### src/hw/rtl/lnr_pkg.sv
// Package for the row layer normalization block: types, constants and field widths.
`default_nettype none
package lnr_pkg;
	localparam int RowMax = 64;
	localparam int IdxW = $clog2(RowMax);
	localparam int CntW = $clog2(RowMax + 1);
	localparam int DataW = 16;
	localparam int SumW = 24;
	localparam int Sq2W = 40;
	localparam int NumW = 56;
	localparam int RootW = 40;
	localparam int DenW = RootW + CntW;
	localparam int ProdW = 64;

	typedef enum logic [3:0] {
		ST_LOAD,
		ST_SQ,
		ST_SQACC,
		ST_NUM,
		ST_VSTART,
		ST_DIVV,
		ST_ROOT,
		ST_DEN,
		ST_RD,
		ST_D,
		ST_P,
		ST_QSTART,
		ST_DIVQ,
		ST_OUT
	} lnr_state_t;

	typedef struct packed {
		logic start;
		logic busy;
	} lnr_div_ctl_t;
endpackage
`default_nettype wire

### src/hw/rtl/lnr_div.sv
// Restoring unsigned divider, one quotient bit per cycle.
`default_nettype none
module lnr_div (
	input  wire logic                       clk,
	input  wire logic                       arst_n,
	input  wire logic                       start,
	input  wire logic [lnr_pkg::ProdW-1:0]  dividend,
	input  wire logic [lnr_pkg::ProdW-1:0]  divisor,
	output lnr_pkg::lnr_div_ctl_t           ctl,
	output logic      [lnr_pkg::ProdW-1:0]  quotient
);
	import lnr_pkg::*;

	logic [ProdW-1:0] rem_q;
	logic [ProdW-1:0] quo_q;
	logic [ProdW-1:0] dsr_q;
	logic [$clog2(ProdW+1)-1:0] cnt_q;
	logic [ProdW:0] trial;

	assign trial = {rem_q, quo_q[ProdW-1]} - {1'b0, dsr_q};

	always_ff @(posedge clk or negedge arst_n) begin
		if (!arst_n) begin
			cnt_q <= '0;
		end else if (start) begin
			cnt_q <= ($clog2(ProdW+1))'(ProdW);
		end else if (cnt_q != '0) begin
			cnt_q <= cnt_q - 1'b1;
		end
	end

	always_ff @(posedge clk) begin
		if (start) begin
			rem_q <= '0;
			quo_q <= dividend;
			dsr_q <= divisor;
		end else if (cnt_q != '0) begin
			if (!trial[ProdW]) begin
				rem_q <= trial[ProdW-1:0];
				quo_q <= {quo_q[ProdW-2:0], 1'b1};
			end else begin
				rem_q <= {rem_q[ProdW-2:0], quo_q[ProdW-1]};
				quo_q <= {quo_q[ProdW-2:0], 1'b0};
			end
		end
	end

	assign ctl.start = start;
	assign ctl.busy = (cnt_q != '0);
	assign quotient = quo_q;
endmodule
`default_nettype wire
### config.mk
export PLATFORM = sky130hd
export DESIGN_NAME = lnr_div
export DESIGN_NICKNAME = d
export VERILOG_FILES = /design/src/hw/rtl/lnr_pkg.sv /design/src/hw/rtl/lnr_div.sv
export SDC_FILE = /design/constraint.sdc
export NUM_CORES = 1
export LEC_CHECK = 0
export BUFFER_PORTS_ARGS = -buffer_cell sky130_fd_sc_hd__buf_2
export CORE_ASPECT_RATIO = 1.1
export CORE_MARGIN = 2
export CORE_UTILIZATION = 55
export CTS_CLUSTER_DIAMETER = 30
export DETAILED_ROUTE_END_ITERATION = 16
export HOLD_SLACK_MARGIN = 0.12
export MAX_ROUTING_LAYER = met4
export PLACE_DENSITY = 0.78
export SLEW_MARGIN = 40
export SYNTH_ARGS = -nofsm -noshare
export SYNTH_HDL_FRONTEND = slang
export SYNTH_SLANG_ARGS = --single-unit
### constraint.sdc
create_clock -name clk -period 9.51 [get_ports clk]
set_input_delay 1.902 -clock clk [delete_from_list [all_inputs] [get_ports clk]]
set_output_delay 1.902 -clock clk [all_outputs]
set_load 0.02 [all_outputs]
==> results.py <==
metrics = {
    "detailed_routing": {
        "dr_total_vias": 10010,
        "wl_per_cell_um": 17.15,
        "drt-total-wl_mm": 29.30,
        "via_per_inst": 5.863,
        "drcViolationCount": 0,
        "dr.pass1.iters": 5,
        "drt_iter0_drc": 734,
        "ant_nets": 0,
    },
    "clock_tree": {
        "clock_latency_ns": 0.45,
        "path_clk_slew_ns": 0.07,
        "cts_tree": "yes",
        "root_buffer": "clkbuf_16",
        "cts_sinks": 199,
        "cts_hold_buf": 0,
        "cts_resized": 0,
        "htree_levels": 4,
        "cts_buffers": 17,
        "clock_path_buffers": 2,
        "cts_setup_buffers": 0,
    },
    "placement": {
        "portBuffers": 196,
        "place_ws_ns": 4.781,
        "dp_hpwl_mm": 21.17,
        "routabilityCongestion": 0.9444,
    },
    "setup_path": {
        "worstSetupPathType": "in -> out",
        "critPathTopFamily": "buffers and inverters",
        "cp_cell_sequence": "buf_6 > buf_2",
        "crit_fanout": 66,
        "crit_path_top_delay_cell": "buf_6",
        "start_kind": "input port",
        "cp_num_buf_inv": 2,
        "cpPeakStageDelay_ns": 0.42,
        "r2r_start": "quotient[63]",
        "required_ns": 7.61,
        "worstPathArrival_ns": 2.63,
        "r2r_end": "rem_q[58]",
        "r2r_cells": 13,
        "regToRegSetupSlack_ns": 5.43,
        "end_kind": "primary output",
        "worstSetupPathDepth": 2,
    },
    "global_route": {
        "antenna_found_initial": 0,
        "grt_usage_pct": 26.13,
        "grt_pass1_wl_mm": 47.84,
        "first_global_vias": 9926,
        "grt-ovfl-total": 0,
        "grt_max_degree": 70,
    },
    "status": {
        "outcome": "finished, final reports clean",
    },
    "synth": {
        "ys_dominant_reg_cell": "edfxtp_1",
        "syn_inst": 1250,
        "yosysSeqAreaShare_pct": 43.89,
        "yosys_warnings": 0,
        "synthesis.nets": 1447,
        "synthesis.area_um2": 12080,
        "synth_area_per_cell_um2": 9.661,
        "synth_edf_count": 128,
        "synth_top_cell_area_share_pct": 31.83,
        "ys_ff_latch": 199,
        "synth.area.top_cells": "edfxtp_1, dfxtp_1, ha_1",
        "async_flop_share_pct": 3.518,
        "ys_types": 70,
        "yosys.area.top_type": "edfxtp_1",
    },
    "power_and_ir_drop": {
        "p_leak_nw": 6.050,
        "max-vdd-ir-drop_mv": 0.1264,
        "p_per_area_nw_per_um2": 207.3,
    },
    "timing": {
        "setup_tns_ns": 0,
        "setup_viol": 0,
        "fin_skew_ns": 0.01429,
        "finalWorstSetupSlack_ns": 4.976,
        "period_share_pct": 47.67,
        "hold_violations": 0,
        "worst_slew_pin_slew_ns": 0.8175,
        "max_freq_mhz": 220.6,
        "timing.final.max_slew_violations": 0,
        "min_period_ns": 4.534,
        "rsz0062_at_grt": "no",
        "relSlewSlack_pct": 45.50,
    },
    "min_path": {
        "min_to": "cnt_q[6]",
        "hold_path_startpoint": "cnt_q[6]",
        "hold_path.class": "reg -> reg",
        "holdPathStages": 2,
    },
    "layout": {
        "final_nets": 1602,
        "area_growth_pct": 14.03,
        "n_antenna_cell": 0,
        "drive_gt1_share_pct": 23.70,
    },
    "floorplan": {
        "die_w_um": 145.3,
        "design.core.area_um2": 21440,
        "dieArea_um2": 23160,
        "num_io_pins": 197,
        "rows": 56,
        "start_util_pct": 56.33,
        "die_h_um": 159.4,
    },
    "job": {
        "drv_cap": 0,
    },
}
placed cells by master, fill, tap and decap left out, types with 29 or more instances in the layout:
master    synthesis  final
ha_1             65     65
mux2_2           63     63
a21o_1           37     37
a311oi_1         29     29
buf_2            19    195
edfxtp_1        128    128
o21ai_0          50     50
a21oi_1          93     93
nand2_1         139    138
xnor2_1          33     33
nor2_1          107    107
dfxtp_1          64     64
inv_1            92     91
routing by layer:
metal | wire (um) | vias to the layer above | GRT usage [%]
met5 | 0 | - | -
li1 | - | 4863 | -
met2 | 14360 | 375 | 43.99
met3 | 1861 | 60 | 4.355
met1 | 12420 | 4716 | 31.69
met4 | 650 | 0 | 9.670
state kept, by name (all words and copies together) (netlist names):
signal    count
rem_q        64
cnt_q         7
quotient     64
dsr_q        64
through the flow:
stage               area, um^2  std cells  hold slack (ns)  power (mW)  util, %
floorplan                12080       1250           0.4471       1.875        -
global placement         13160       1676           0.4634       2.097    61.38
detailed placement       13160       1676           0.4794       2.119    61.38
CTS                      13760       1708           0.4977       2.857    64.19
global route             13770       1708           0.5141       3.011    64.23
finish                   13770       1708           0.4909       2.854    64.23
synthesized netlist by cell type, types with 8 or more instances:
master	instances
edfxtp_1	128
nand2_2	11
buf_2	19
and2_1	8
a21oi_1	93
nand3_1	18
o21ai_0	50
o21a_1	11
mux2_2	63
xor2_1	23
o21bai_1	11
ha_1	65
nand4_1	23
nor2_1	107
nand2_1	139
dfxtp_1	64
clkbuf_1	37
inv_1	92
a21o_1	37
a311oi_1	29
o21ai_1	9
a311oi_2	12
a211oi_1	18
nor3_1	16
a21boi_0	8
xnor2_1	33
and3_1	15
a31oi_1	9
power by group:
group	total [mW]	internal, mW	switching (mW)
Combinational	0.960	0.374	0.586
Sequential	1.16	1.07	0.0879
Clock	0.735	0.357	0.378
Total	2.85	1.80	1.05
cells by family after synthesis:
| family | Yosys count | share of synthesized area [%] |
|---|---|---|
| compound gates | 333 | 19.23 |
| xor+xnor | 56 | 4.061 |
| fa+ha+maj | 66 | 6.900 |
| buf+inv | 159 | 5.574 |
| flops | 199 | 43.89 |
| mux | 70 | 6.455 |
| simple gates | 367 | 13.89 |
area by class of cell:
class | count | area (um^2)
fillers | 1808 | 7670
inverters | 92 | 346.6
clock inverters | 15 | 177.7
multi-input cells | 892 | 6111
repair buffers | 203 | 1047
clock buffers | 17 | 425.4
flip-flops and latches | 199 | 5300
well taps | 290 | 362.8
worst max-delay path by stage:
stage          startpoint          end  slack [ns]
2_1_floorplan       start  quotient[0]        5.49
3_3_place_gp        start    rem_q[58]        4.84
3_5_place_dp        start    rem_q[58]        4.78
4_1_cts             start       ctl[1]        4.95
5_1_grt             start       ctl[1]        4.89
6_report            start       ctl[1]        4.98
Power figures use the tool's default switching activity.
